File: src/rtl/hrta_pkg.sv
// ----------------------------------------------------------------------------
// hrta_pkg
// Shared types, constants and keycode tables for the boot report to ASCII
// converter.
// ----------------------------------------------------------------------------
package hrta_pkg;

    localparam int SLOTS     = 6;
    localparam int KEY_W     = 8;
    localparam int CHAR_W    = 7;
    localparam int TABLE_LEN = 57;

    localparam logic [KEY_W-1:0] SHIFT_MASK = 8'h22;

    // six keycodes of one report, slot 0 in the lowest byte
    typedef logic [SLOTS-1:0][KEY_W-1:0] t_key_set;

    // what one lane found for its slot
    typedef struct packed {
        logic              hit;
        logic [CHAR_W-1:0] chr;
    } t_lane_res;

    typedef logic [CHAR_W-1:0] t_char_tab [0:TABLE_LEN-1];

    // us layout, no shift
    localparam t_char_tab PLAIN_MAP = '{
        7'h00, 7'h00, 7'h00, 7'h00, 7'h61, 7'h62, 7'h63, 7'h64,
        7'h65, 7'h66, 7'h67, 7'h68, 7'h69, 7'h6a, 7'h6b, 7'h6c,
        7'h6d, 7'h6e, 7'h6f, 7'h70, 7'h71, 7'h72, 7'h73, 7'h74,
        7'h75, 7'h76, 7'h77, 7'h78, 7'h79, 7'h7a, 7'h31, 7'h32,
        7'h33, 7'h34, 7'h35, 7'h36, 7'h37, 7'h38, 7'h39, 7'h30,
        7'h0a, 7'h00, 7'h08, 7'h09, 7'h20, 7'h2d, 7'h3d, 7'h5b,
        7'h5d, 7'h5c, 7'h00, 7'h3b, 7'h27, 7'h60, 7'h2c, 7'h2e,
        7'h2f
    };

    // us layout, either shift held
    localparam t_char_tab SHIFT_MAP = '{
        7'h00, 7'h00, 7'h00, 7'h00, 7'h41, 7'h42, 7'h43, 7'h44,
        7'h45, 7'h46, 7'h47, 7'h48, 7'h49, 7'h4a, 7'h4b, 7'h4c,
        7'h4d, 7'h4e, 7'h4f, 7'h50, 7'h51, 7'h52, 7'h53, 7'h54,
        7'h55, 7'h56, 7'h57, 7'h58, 7'h59, 7'h5a, 7'h21, 7'h40,
        7'h23, 7'h24, 7'h25, 7'h5e, 7'h26, 7'h2a, 7'h28, 7'h29,
        7'h0a, 7'h00, 7'h08, 7'h09, 7'h20, 7'h5f, 7'h2b, 7'h7b,
        7'h7d, 7'h7c, 7'h00, 7'h3a, 7'h22, 7'h7e, 7'h3c, 7'h3e,
        7'h3f
    };

    // keycode to character, zero for keys past the table
    function automatic logic [CHAR_W-1:0] ascii_lookup(input logic [KEY_W-1:0] kc,
                                                       input logic shifted);
        logic [CHAR_W-1:0] c;
        c = '0;
        if (kc < KEY_W'(TABLE_LEN)) begin
            c = shifted ? SHIFT_MAP[kc[5:0]] : PLAIN_MAP[kc[5:0]];
        end
        return c;
    endfunction

endpackage

File: src/rtl/hrta_lane.sv
// ----------------------------------------------------------------------------
// hrta_lane
// One key slot: checks the keycode against the previous set of its keyboard
// and looks up its character.
// ----------------------------------------------------------------------------
module hrta_lane (
    input  logic [hrta_pkg::KEY_W-1:0] i_key,
    input  hrta_pkg::t_key_set         i_prev,
    input  logic                       i_shifted,
    output hrta_pkg::t_lane_res        o_res
);

    logic                        w_held;
    logic [hrta_pkg::CHAR_W-1:0] w_chr;

    // was this keycode down in the last report
    always_comb begin
        w_held = 1'b0;
        for (int j = 0; j < hrta_pkg::SLOTS; j++) begin
            if (i_prev[j] == i_key) begin
                w_held = 1'b1;
            end
        end
    end

    // table lookup, unmapped keys give zero
    assign w_chr = hrta_pkg::ascii_lookup(i_key, i_shifted);

    assign o_res.chr = w_chr;
    assign o_res.hit = (i_key != '0) && !w_held && (w_chr != '0);

endmodule

File: src/rtl/hrta_key_store.sv
// ----------------------------------------------------------------------------
// hrta_key_store
// Previous key sets, one row of six keycodes per keyboard. Registered read
// with bypass of a write to the same row in the same cycle.
// ----------------------------------------------------------------------------
module hrta_key_store #(
    parameter int KEYBOARDS = 8,
    localparam int AW = (KEYBOARDS > 1) ? $clog2(KEYBOARDS) : 1
) (
    input  logic               i_clk,
    input  logic               i_rst_n,
    input  logic               i_rd_en,
    input  logic [AW-1:0]      i_rd_addr,
    output hrta_pkg::t_key_set o_rd_keys,
    input  logic               i_wr_en,
    input  logic [AW-1:0]      i_wr_addr,
    input  hrta_pkg::t_key_set i_wr_keys
);

    hrta_pkg::t_key_set r_mem [KEYBOARDS];
    logic [KEYBOARDS-1:0] r_row_vld;
    hrta_pkg::t_key_set   r_rd_data;
    logic                 r_rd_vld;
    logic                 r_byp;
    hrta_pkg::t_key_set   r_byp_data;

    // row storage
    always_ff @(posedge i_clk) begin
        if (i_wr_en) begin
            r_mem[i_wr_addr] <= i_wr_keys;
        end
    end

    // row valid bits, a row never written reads as all zero
    always_ff @(posedge i_clk) begin
        if (!i_rst_n) begin
            r_row_vld <= '0;
        end else if (i_wr_en) begin
            r_row_vld[i_wr_addr] <= 1'b1;
        end
    end

    // registered read and bypass capture
    always_ff @(posedge i_clk) begin
        if (i_rd_en) begin
            r_rd_data  <= r_mem[i_rd_addr];
            r_byp_data <= i_wr_keys;
        end
    end

    always_ff @(posedge i_clk) begin
        if (!i_rst_n) begin
            r_rd_vld <= 1'b0;
            r_byp    <= 1'b0;
        end else if (i_rd_en) begin
            r_rd_vld <= r_row_vld[i_rd_addr];
            r_byp    <= i_wr_en && (i_wr_addr == i_rd_addr);
        end
    end

    assign o_rd_keys = r_byp    ? r_byp_data :
                       r_rd_vld ? r_rd_data  : '0;

endmodule

File: src/rtl/hrta_merge.sv
// ----------------------------------------------------------------------------
// hrta_merge
// Collects the lane hits of one report and sends the characters out one word
// per cycle while the output is ready, in slot order, flagging the last one.
// ----------------------------------------------------------------------------
module hrta_merge (
    input  logic                                    i_clk,
    input  logic                                    i_rst_n,
    input  logic                                    i_load,
    input  hrta_pkg::t_lane_res [hrta_pkg::SLOTS-1:0] i_res,
    output logic                                    o_can_load,
    output logic                                    o_tvalid,
    input  logic                                    i_tready,
    output logic [hrta_pkg::CHAR_W-1:0]             o_chr,
    output logic                                    o_last
);

    logic [hrta_pkg::SLOTS-1:0]  r_mask, n_mask;
    logic [hrta_pkg::CHAR_W-1:0] r_chr [hrta_pkg::SLOTS];
    logic [hrta_pkg::SLOTS-1:0]  w_low;
    logic                        w_take;

    // lowest pending slot
    assign w_low = r_mask & (~r_mask + hrta_pkg::SLOTS'(1));

    always_comb begin
        o_chr = '0;
        for (int i = 0; i < hrta_pkg::SLOTS; i++) begin
            if (w_low[i]) begin
                o_chr = r_chr[i];
            end
        end
    end

    assign o_tvalid   = (r_mask != '0);
    assign o_last     = ((r_mask & ~w_low) == '0);
    assign w_take     = o_tvalid && i_tready;
    assign o_can_load = !o_tvalid || (w_take && o_last);

    // pending mask update
    always_comb begin
        n_mask = r_mask;
        if (i_load) begin
            for (int i = 0; i < hrta_pkg::SLOTS; i++) begin
                n_mask[i] = i_res[i].hit;
            end
        end else if (w_take) begin
            n_mask = r_mask & ~w_low;
        end
    end

    always_ff @(posedge i_clk) begin
        if (!i_rst_n) begin
            r_mask <= '0;
        end else begin
            r_mask <= n_mask;
        end
    end

    // characters of the report in flight
    always_ff @(posedge i_clk) begin
        if (i_load) begin
            for (int i = 0; i < hrta_pkg::SLOTS; i++) begin
                r_chr[i] <= i_res[i].chr;
            end
        end
    end

endmodule

File: src/rtl/hid_boot_report_to_ascii.sv
// ----------------------------------------------------------------------------
// hid_boot_report_to_ascii
// Boot protocol keyboard reports in, ASCII characters of newly pressed keys
// out, with a separate previous key set per keyboard.
// ----------------------------------------------------------------------------
//  channel | dir | tdata                            | side band
//  --------+-----+----------------------------------+------------------------
//  s       | in  | modifier_bits, key_slot_0..5     | tuser keyboard_index
//  m       | out | ascii_char (7 bits, zero padded) | tlast last_of_report
//
//  A report is read from the key store at acceptance and checked by six lanes
//  the cycle after; its characters leave one per cycle from the merge stage
//  while the output is ready.
//  A new report is taken each cycle while the merge stage can load; a report
//  with no characters never waits on the output side.
//  Synchronous active-low reset clears all stored key sets at once.
// ----------------------------------------------------------------------------
module hid_boot_report_to_ascii #(
    parameter int KEYBOARDS = 8
) (
    input  logic        i_clk,
    input  logic        i_rst_n,
    input  logic        i_s_tvalid,
    output logic        o_s_tready,
    input  logic [55:0] i_s_tdata,   // modifier_bits, key_slot_0 .. key_slot_5
    input  logic [2:0]  i_s_tuser,   // keyboard_index
    output logic        o_m_tvalid,
    input  logic        i_m_tready,
    output logic [7:0]  o_m_tdata,   // ascii_char, one zero bit
    output logic        o_m_tlast    // last_of_report
);

    localparam int AW = (KEYBOARDS > 1) ? $clog2(KEYBOARDS) : 1;

    logic [AW+2:0]          w_kb_ext;
    logic                   w_accept;
    logic                   w_s1_adv;
    logic                   w_any_hit;
    logic                   w_can_load;
    logic                   w_load;
    logic [6:0]             w_chr;
    hrta_pkg::t_key_set     w_in_keys;
    hrta_pkg::t_key_set     w_prev;
    hrta_pkg::t_lane_res [hrta_pkg::SLOTS-1:0] w_res;
    hrta_pkg::t_lane_res [hrta_pkg::SLOTS-1:0] w_res_q;

    logic                   r_s1_vld;
    logic [AW-1:0]          r_s1_addr;
    logic                   r_s1_inr;
    logic                   r_s1_shift;
    hrta_pkg::t_key_set     r_s1_keys;

    // input decode
    assign w_kb_ext  = (AW+3)'(i_s_tuser);
    assign w_in_keys = i_s_tdata[55:8];
    assign w_accept  = i_s_tvalid && o_s_tready;

    // lookup stage register
    always_ff @(posedge i_clk) begin
        if (!i_rst_n) begin
            r_s1_vld <= 1'b0;
        end else if (w_accept) begin
            r_s1_vld <= 1'b1;
        end else if (w_s1_adv) begin
            r_s1_vld <= 1'b0;
        end
    end

    always_ff @(posedge i_clk) begin
        if (w_accept) begin
            r_s1_addr  <= w_kb_ext[AW-1:0];
            r_s1_inr   <= (w_kb_ext < (AW+3)'(KEYBOARDS));
            r_s1_shift <= ((i_s_tdata[7:0] & hrta_pkg::SHIFT_MASK) != '0);
            r_s1_keys  <= w_in_keys;
        end
    end

    // previous key sets
    hrta_key_store #(
        .KEYBOARDS (KEYBOARDS)
    ) u_store (
        .i_clk     (i_clk),
        .i_rst_n   (i_rst_n),
        .i_rd_en   (w_accept),
        .i_rd_addr (w_kb_ext[AW-1:0]),
        .o_rd_keys (w_prev),
        .i_wr_en   (w_s1_adv && r_s1_inr),
        .i_wr_addr (r_s1_addr),
        .i_wr_keys (r_s1_keys)
    );

    // one lane per key slot
    for (genvar g = 0; g < hrta_pkg::SLOTS; g++) begin : g_lane
        hrta_lane u_lane (
            .i_key     (r_s1_keys[g]),
            .i_prev    (w_prev),
            .i_shifted (r_s1_shift),
            .o_res     (w_res[g])
        );
        // a keyboard out of range yields nothing
        assign w_res_q[g].hit = w_res[g].hit && r_s1_inr;
        assign w_res_q[g].chr = w_res[g].chr;
    end

    always_comb begin
        w_any_hit = 1'b0;
        for (int i = 0; i < hrta_pkg::SLOTS; i++) begin
            w_any_hit = w_any_hit | w_res_q[i].hit;
        end
    end

    // advance when nothing to send or the merge stage frees up
    assign w_s1_adv   = r_s1_vld && (!w_any_hit || w_can_load);
    assign w_load     = w_s1_adv && w_any_hit;
    assign o_s_tready = !r_s1_vld || w_s1_adv;

    hrta_merge u_merge (
        .i_clk      (i_clk),
        .i_rst_n    (i_rst_n),
        .i_load     (w_load),
        .i_res      (w_res_q),
        .o_can_load (w_can_load),
        .o_tvalid   (o_m_tvalid),
        .i_tready   (i_m_tready),
        .o_chr      (w_chr),
        .o_last     (o_m_tlast)
    );

    assign o_m_tdata = {1'b0, w_chr};

    // checks
    a_load_free: assert property (@(posedge i_clk) disable iff (!i_rst_n)
        w_load |-> w_can_load)
        else $error("merge stage loaded while still busy");

    a_accept_s1: assert property (@(posedge i_clk) disable iff (!i_rst_n)
        w_accept |=> r_s1_vld)
        else $error("accepted report lost before lookup stage");

    a_no_nul: assert property (@(posedge i_clk) disable iff (!i_rst_n)
        o_m_tvalid |-> (w_chr != '0))
        else $error("zero character sent");

    a_last_drains: assert property (@(posedge i_clk) disable iff (!i_rst_n)
        (o_m_tvalid && i_m_tready && o_m_tlast && !w_load) |=> !o_m_tvalid)
        else $error("words remain after last of report");

endmodule

File: config.mk
export PLATFORM = sky130hd
export DESIGN_NAME = hid_boot_report_to_ascii
export DESIGN_NICKNAME = d
export VERILOG_FILES = /design/src/rtl/hrta_pkg.sv /design/src/rtl/hrta_lane.sv /design/src/rtl/hrta_key_store.sv /design/src/rtl/hrta_merge.sv /design/src/rtl/hid_boot_report_to_ascii.sv
export SDC_FILE = /design/constraint.sdc
export NUM_CORES = 1
export LEC_CHECK = 0
export BUFFER_PORTS_ARGS = -buffer_cell sky130_fd_sc_hd__buf_4
export CAP_MARGIN = 20
export CORE_ASPECT_RATIO = 2
export CORE_MARGIN = 2
export CORE_UTILIZATION = 40
export CTS_CLUSTER_DIAMETER = 40
export DETAILED_ROUTE_END_ITERATION = 16
export GPL_TIMING_DRIVEN = 0
export SLEW_MARGIN = 20
export SYNTH_ARGS = -nofsm -noshare
export SYNTH_HDL_FRONTEND = slang
export SYNTH_SLANG_ARGS = --single-unit
File: constraint.sdc
create_clock -name i_clk -period 7.45 [get_ports i_clk]
set_input_delay 1.1175 -clock i_clk [delete_from_list [all_inputs] [get_ports i_clk]]
set_output_delay 1.1175 -clock i_clk [all_outputs]
set_load 0.02 [all_outputs]
### Word level (Yosys, flattened, before mapping)

Memory sizes are Yosys's and may differ from the RTL's. A register that Yosys moved wholly into a read port is not among the register bits.
Index checks and enable logic that the tools add are counted.

* register bits after elaboration: 118
* RAM bits: 426
* ROM bits: 5376
* input port bits: 63
* output and inout port bits: 11
* memories kept: 14

* add/subtract/negate cells: 1
* magnitude comparators: 16
* equal/unequal tests: 37
* mux-type cells: 92
* bitwise operators: 16
* reductions and logical operators: 55

Memories
* (no name shown): words 64, width 7, read ports 1, clocked after Yosys merged registers in 0, wr ports 0, line hrta_pkg.sv:56 `c = shifted ? SHIFT_MAP[kc[5:0]] : PLAIN_MAP[kc[5:0]];`
* (no name shown): words 64, width 7, read ports 1, clocked after Yosys merged registers in 0, wr ports 0, line hrta_pkg.sv:56
* (no name shown): words 64, width 7, read ports 1, clocked after Yosys merged registers in 0, wr ports 0, line hrta_pkg.sv:56
* (no name shown): words 64, width 7, read ports 1, clocked after Yosys merged registers in 0, wr ports 0, line hrta_pkg.sv:56
* (no name shown): words 64, width 7, read ports 1, clocked after Yosys merged registers in 0, wr ports 0, line hrta_pkg.sv:56
* (no name shown): words 64, width 7, read ports 1, clocked after Yosys merged registers in 0, wr ports 0, line hrta_pkg.sv:56
* +8 memories

Operators by type and width (number)
* $mux 7: 42
* $eq 8x8->1: 36
* $mux 48: 2
* $reduce_bool 8->1: 7
* $lt 8x6->1 const B: 6
* $mux 1: 44
* $ge 7x7->1 const B: 6
* $not 6->7: 6
* $reduce_bool 7->1: 6
* $logic_and 1x1->1: 26
* $and 6x6->6: 2
* $lt 3x4->1 const B: 3
* $mux 6: 2
* $not 6->6: 2
* $logic_not 1->1: 9
* $or 8x8->8: 1
* $add 6x1->6 const B: 1
* $logic_not 6->1: 1
* $reduce_bool 6->1: 1
* $or 1x1->1: 5
* $reduce_bool 2->1: 2
* $bmux 1 s3: 1
* $demux 1 s3: 1
* $eq 3x3->1: 1
* 2 further kinds: 4

### Logic depth before layout (Yosys ltp)

* depth after elaboration: 24
* depth in mapped cells: 16

### Hierarchy

From an unflattened synthesis, not the netlist that was laid out.

* cell total of the unflattened synthesis: 2304
* area, all modules: 31048.5 um2

By module, submodules not included
* hrta_key_store: times used 1, cells an instance 757, area an instance 18225.0 um2
* hrta_lane: times used 6, cells an instance 219, area an instance 1524.0 um2
* hrta_merge: times used 1, cells an instance 165, area an instance 2013.2 um2
* hid_boot_report_to_ascii: times used 1, cells an instance 68, area an instance 1666.6 um2

### Worst setup path after synthesis

OpenSTA, ideal clock, no wires.

* kind: reg2reg
* from: reg r_s1_keys[8] in the netlist's numbering
* to: reg u_store.r_rd_vld
* arrival: 6.990 ns
* data required time: 7.133 ns
* slack: 0.142 ns
* stages on the path, launching flop included: 15
* period minus slack after synthesis: 7.308 ns
* cells stage by stage: edfxtp_1 > clkbuf_1 > clkbuf_1 > inv_1 > ha_1 > nand2b_1 > o211a_1 > o31ai_1 > a21oi_1 > a211oi_1 > o21ai_0 > o2111ai_1 > nand3b_2 > o22ai_2 > mux2i_1

* cells in the longest elaborated chain, start to end: 21
* elaborated cells on any way between the ends: 38

Ends and longest elaborated chain
* from (decl): line hid_boot_report_to_ascii.sv:51 `hrta_pkg::t_key_set r_s1_keys;`
* from (signal assigned): line hid_boot_report_to_ascii.sv:74 `r_s1_keys <= w_in_keys;`
* parallel branches: the longest is 9 deep, another holds $mem_v2 64x7
* $logic_and 1x1->1 (*): line hrta_lane.sv:30 `assign o_res.hit = (i_key != '0) && !w_held && (w_chr != '0);`
* $logic_and 1x1->1 (*): line hid_boot_report_to_ascii.sv:101 `assign w_res_q[g].hit = w_res[g].hit && r_s1_inr;`
* $or 1x1->1 (*) (5 in series): line hid_boot_report_to_ascii.sv:108 `w_any_hit = w_any_hit | w_res_q[i].hit;`
* $logic_not 1->1 (*): line hid_boot_report_to_ascii.sv:113 `assign w_s1_adv = r_s1_vld && (!w_any_hit || w_can_load);`
* $logic_or 1x1->1 (*): line hid_boot_report_to_ascii.sv:113
* $logic_and 1x1->1 (*): line hid_boot_report_to_ascii.sv:113
* $logic_or 1x1->1 (*): line hid_boot_report_to_ascii.sv:115 `assign o_s_tready = !r_s1_vld || w_s1_adv;`
* $logic_and 1x1->1 (*): line hid_boot_report_to_ascii.sv:56 `assign w_accept = i_s_tvalid && o_s_tready;`
* via u_store.i_rd_en: line hrta_key_store.sv:12 `input logic i_rd_en,`
* to (signal assigned): line hrta_key_store.sv:56 `r_rd_vld <= r_row_vld[i_rd_addr];`
* to (decl): line hrta_key_store.sv:23 `logic r_rd_vld;`

Mark *: on every way through the listed nets, which the timed path passes. The select of a mux whose other input is x is not followed.
A chain may end at the register's enable or synchronous reset.

### Worst setup path in the final report

* from: reg u_store.r_rd_data[30] in the netlist's numbering (read register of u_store.r_mem)
* to: out o_s_tready

* cells in the longest elaborated chain, start to end: 19
* elaborated cells on any way between the ends: 59

Ends and longest elaborated chain
* from (decl): line hrta_key_store.sv:22 `hrta_pkg::t_key_set r_rd_data;`
* $mux 48 (*): line hrta_key_store.sv:62 `r_rd_vld ? r_rd_data : '0;`
* $mux 48 (*): line hrta_key_store.sv:61 `assign o_rd_keys = r_byp ? r_byp_data :`
* $eq 8x8->1: line hrta_lane.sv:20 `if (i_prev[j] == i_key) begin`
* $mux 1 (3 in series): line hrta_lane.sv:20
* $logic_not 1->1: line hrta_lane.sv:30
* $logic_and 1x1->1 (2 in series): line hrta_lane.sv:30
* $logic_and 1x1->1: line hid_boot_report_to_ascii.sv:101
* $or 1x1->1 (4 in series): line hid_boot_report_to_ascii.sv:108
* $or 1x1->1 (*): line hid_boot_report_to_ascii.sv:108
* $logic_not 1->1 (*): line hid_boot_report_to_ascii.sv:113
* $logic_or 1x1->1 (*): line hid_boot_report_to_ascii.sv:113
* $logic_and 1x1->1 (*): line hid_boot_report_to_ascii.sv:113
* $logic_or 1x1->1 (*): line hid_boot_report_to_ascii.sv:115
* to (decl): line hid_boot_report_to_ascii.sv:24 `output logic o_s_tready,`

Mark *: on every way between the ends. The rest lies on a longest branch, timed or not.

==> summary.md <==
| Metric | Value |
|---|---|
| Post-synth top area share | 46.44% |
| Worst-Margin Slew | 1357 ps |
| YS warnings | 0 |
| Nets | 3,583 |
| Worst hold start | u_store.r_row_vld[6] |
| Mux contribution to synthesized area | 8.191% |
| Cell family contributing the most delay on the critical path | compound AO/OA/AOI/OAI gates |
| Final setup vio count | 0 |
| Xor/xnor cell area share of the yosys netlist | 9.840% |
| Reg2reg path depth | 16 |
| Routability Congestion | 1.122 |
| Io pins | 74 |
| RSZ-0062 raised after global routing | false |
| Total number of vias | 31,570 |
| Share of cells above drive strength 1 | 17.38% |
| Critical Path Start Type | flop |
| PortBufs | 65 |
| Setup WS post-layout | 223.7 ps |
| Commonest non-fill, non-tap cell in the layout | edfxtp_1 |
| CP peak stage delay | 990 ps |
| Main synth FF type | edfxtp_1 |
| Htree depth | 2 |
| Clock sink count | 591 |
| First-pass GRT wire length | 249,200 um |
| Die Y | 434.8 um |
| CTS tree | built |
| DR WL/cell | 39.06 um |
| Fin crit share | 97.00% |
| Remaining global-route overflow | 0 |
| Async SR Flop Fraction | 0% |
| Cell area after layout | 0.04183 mm^2 |
| Die Footprint | 0.09539 mm^2 |
| TritonCTS Buffers | 59 |
| Post-synth EDFFs | 574 |
| Post-Synth Adder-Cell Area | 2.360% |
| Compound-Gate Fraction of Synth Area | 14.65% |
| Leak | 0.01385 uW |
| Global-route usage over all layers | 38.18% |
| WP data arrival | 6110 ps |
| Pwr/cell area | 225.8 mW/mm^2 |
| Critical path fanouts, max | 10 |
| Highest-count cells in the layout ignoring fill and taps | edfxtp_1 (574), xor2_1 (210), xnor2_1 (207) |
| Vias in the first global route | 29,920 |
| CP Class | flop to primary output |
| Fin Hold WS | 519.1 ps |
| Avg Vias per Cell | 6.716 |
| Maximum clock path buffer count | 3 |
| Logic pwr share | 24.2% |
| Max Fclk | 0.1384 GHz |
| Placed Cells | 4,589 |
| DRC | 0 |
| Sequential area share after synthesis | 47.36% |
| Max-cap violations | 0 |
| Min Tclk post-route | 7226 ps |
| Syn Inst Count | 3,301 |
| Hold Path End | u_store.r_row_vld[6] |
| Yosys cell types | 103 |
| CTS clk-pin slew, worst paths | 60 ps |
| Final Hold Fails | 0 |
| Initial antenna violation count | 12 |
| Area grow syn2layout | 12.70% |
| Storage cell area | 0.01758 mm^2 |
| CP startpoint | u_store.r_rd_data[30] |
| Crit-path slowest cell | clkbuf_1 |
| Max Slew Vio Count | 0 |
| FF-to-FF Start | u_store.r_rd_data[30] |
| CTS resizes | 0 |
| Biggest area consumer among synthesized cells | edfxtp_1 |
| Clk_lat worst skew | 690 ps |
| Multi-input gate area | 0.01761 mm^2 |
| Core area | 0.09232 mm^2 |
| Syn Nets | 3,434 |
| Layout fillers | 8,556 |
| Reg2reg end | u_store.r_rd_data[8] |
| Synth Area in Simple Gates | 12.13% |
| FP Rows | 158 |
| Peak VDD IR | 0.2740 mV |
| DRT Pass-1 Iters | 8 |
| Worst Path Required | 6330 ps |
| Seq pwr share | 43.1% |
| Worst Hold Class | flop to flop |
| DP Area | 0.03976 mm^2 |
| Initial Util | 40.20% |
| Antenna viol nets, final | 0 |
| Syn Area/Cell | 11.24 um^2 |
| Sw Pwr | 3151 uW |
| Status | complete, no violations |
| Int Pwr | 6296 uW |
| Root Buffer | clkbuf_16 |
| Hold buffer count at cts | 0 |
| Synth Register Bits | 591 |
| Clk pwr share | 32.7% |
| Largest net degree at the start of global routing | 34 |
| Setup WS pre-CTS | 691.1 ps |
| Clock skew | 36.25 ps |
| Final Non-Filler Cells | 4,700 |
| Post-Route WL | 183,600 um |
| Largest family of logic cells by synthesized area | compound AO/OA/AOI/OAI gates |
| Crit. End Element | primary output |
| Switching Share | 33.35% |
| Area contributors post-synth | edfxtp_1 (46%), mux4_2 (6.0%), xor2_1 (5.0%) |
| Max-slew headroom | 9.546% |
| Hold path depth | 2 |
| Setup TNS | 0 ps |
| Die W | 219.4 um |
| Post-CTS Setup Inserts | 0 |
| DP HPWL | 133,200 um |
| R2r setup slk | 660 ps |
| CP bufs+invs | 2 |
| Crit path cell chain | clkbuf_1 > o21ai_0 > a21oi_1 > nor4_1 > nor4_2 > a31oi_1 > a311oi_1 > nand3b_2 > o21ai_1 > buf_4 |
| DR iter-0 viols | 4,874 |
| Post-synthesis cell area | 0.03712 mm^2 |
Yosys cell counts (all sizes together), types with 10 or more instances:
cell	number
nor3	47
nand4	65
mux2	56
nand2	174
o21ai	200
a311oi	14
and3	10
o31ai	16
a211oi	24
o41ai	10
clkbuf	132
ha	70
nand3b	43
nor2b	39
nand3	73
a21oi	97
mux2i	18
inv	60
nor2	165
a221oi	23
a2111oi	10
o22ai	43
edfxtp	574
nor4	71
a31oi	76
o211ai	18
o2bb2ai	10
xnor2	207
buf	235
dfxtp	17
o32ai	19
xor2	210
a22oi	78
a32oi	26
o32a	10
nor4bb	36
nand2b	42
a2bb2oi	23
mux4	99
and2	14
how the worst max path moves through the flow:
stage / end / slack (ps) / cells past startpoint
floorplan: u_store.r_rd_vld / 140 / 14
global placement: u_store.r_rd_vld / -4860 / 14
detailed placement: u_store.r_rd_data[8] / 690 / 20
CTS: o_s_tready / 370 / 14
global route: o_s_tready / 310 / 14
finish: o_s_tready / 220 / 10
layer usage:
metal / track usage, % / up-vias / wire length, um
met3: 10.02 / 691 / 18310
met4: 32.73 / 4 / 20390
met1: 45.88 / 15690 / 65550
li1: - / 12890 / -
met5: 0 / - / 31
met2: 56.37 / 2294 / 79300
power by group through the flow:
stage          Clock [uW]  Sequential (uW)  Combinational (uW)
2_1_floorplan           0             4000                1330
3_3_place_gp            0             4150                2120
3_5_place_dp            0             4130                2170
4_1_cts              3150             4060                2170
5_1_grt              3280             4070                2340
6_report             3090             4070                2290
logic make-up after synthesis:
group / count (synthesis)
multiplexers: 173
adder cells (fa/ha/maj): 70
XOR/XNOR: 417
buffers and inverters: 434
flip-flops: 591
other: 1
AND/OR/NAND/NOR: 828
AO/OA/AOI/OAI: 787
area by class of cell:
cell class / instances / area share [%]
buffer: 367 / 4.280
inverter: 67 / 0.6012
antenna: 1 / 0.005982
clock buffer: 64 / 3.625
multi-input combinational: 2276 / 42.10
sequential: 591 / 42.02
timing repair buffer: 88 / 2.480
clock inverter: 46 / 1.295
tap: 1200 / 3.589
worst reg2reg max path, delay by kind of cell, from the launching register on:
kind	cells	cell delay (ps)
compound gates	5	2330
buf+inv	8	2240
flops	1	690
simple gates	3	1290
sequential cells by signal (all words and copies together) (netlist names):
name,flops
r_s1_shift,1
u_store.r_byp_data,48
u_store.r_mem,384
r_s1_vld,1
u_store.r_row_vld,8
u_store.r_byp,1
r_s1_keys,48
u_merge.r_mask,6
u_store.r_rd_data,48
u_merge.r_chr,42
r_s1_addr,3
u_store.r_rd_vld,1
metrics by stage:
stage / utilization [%] / power, uW
5_1_grt: 45.31 / 9684
4_1_cts: 45.30 / 9383
3_3_place_gp: 42.36 / 6266
2_1_floorplan: - / 5321
3_5_place_dp: 43.07 / 6294
6_report: 45.31 / 9447
No activity file was read; power rests on OpenSTA's default activity.
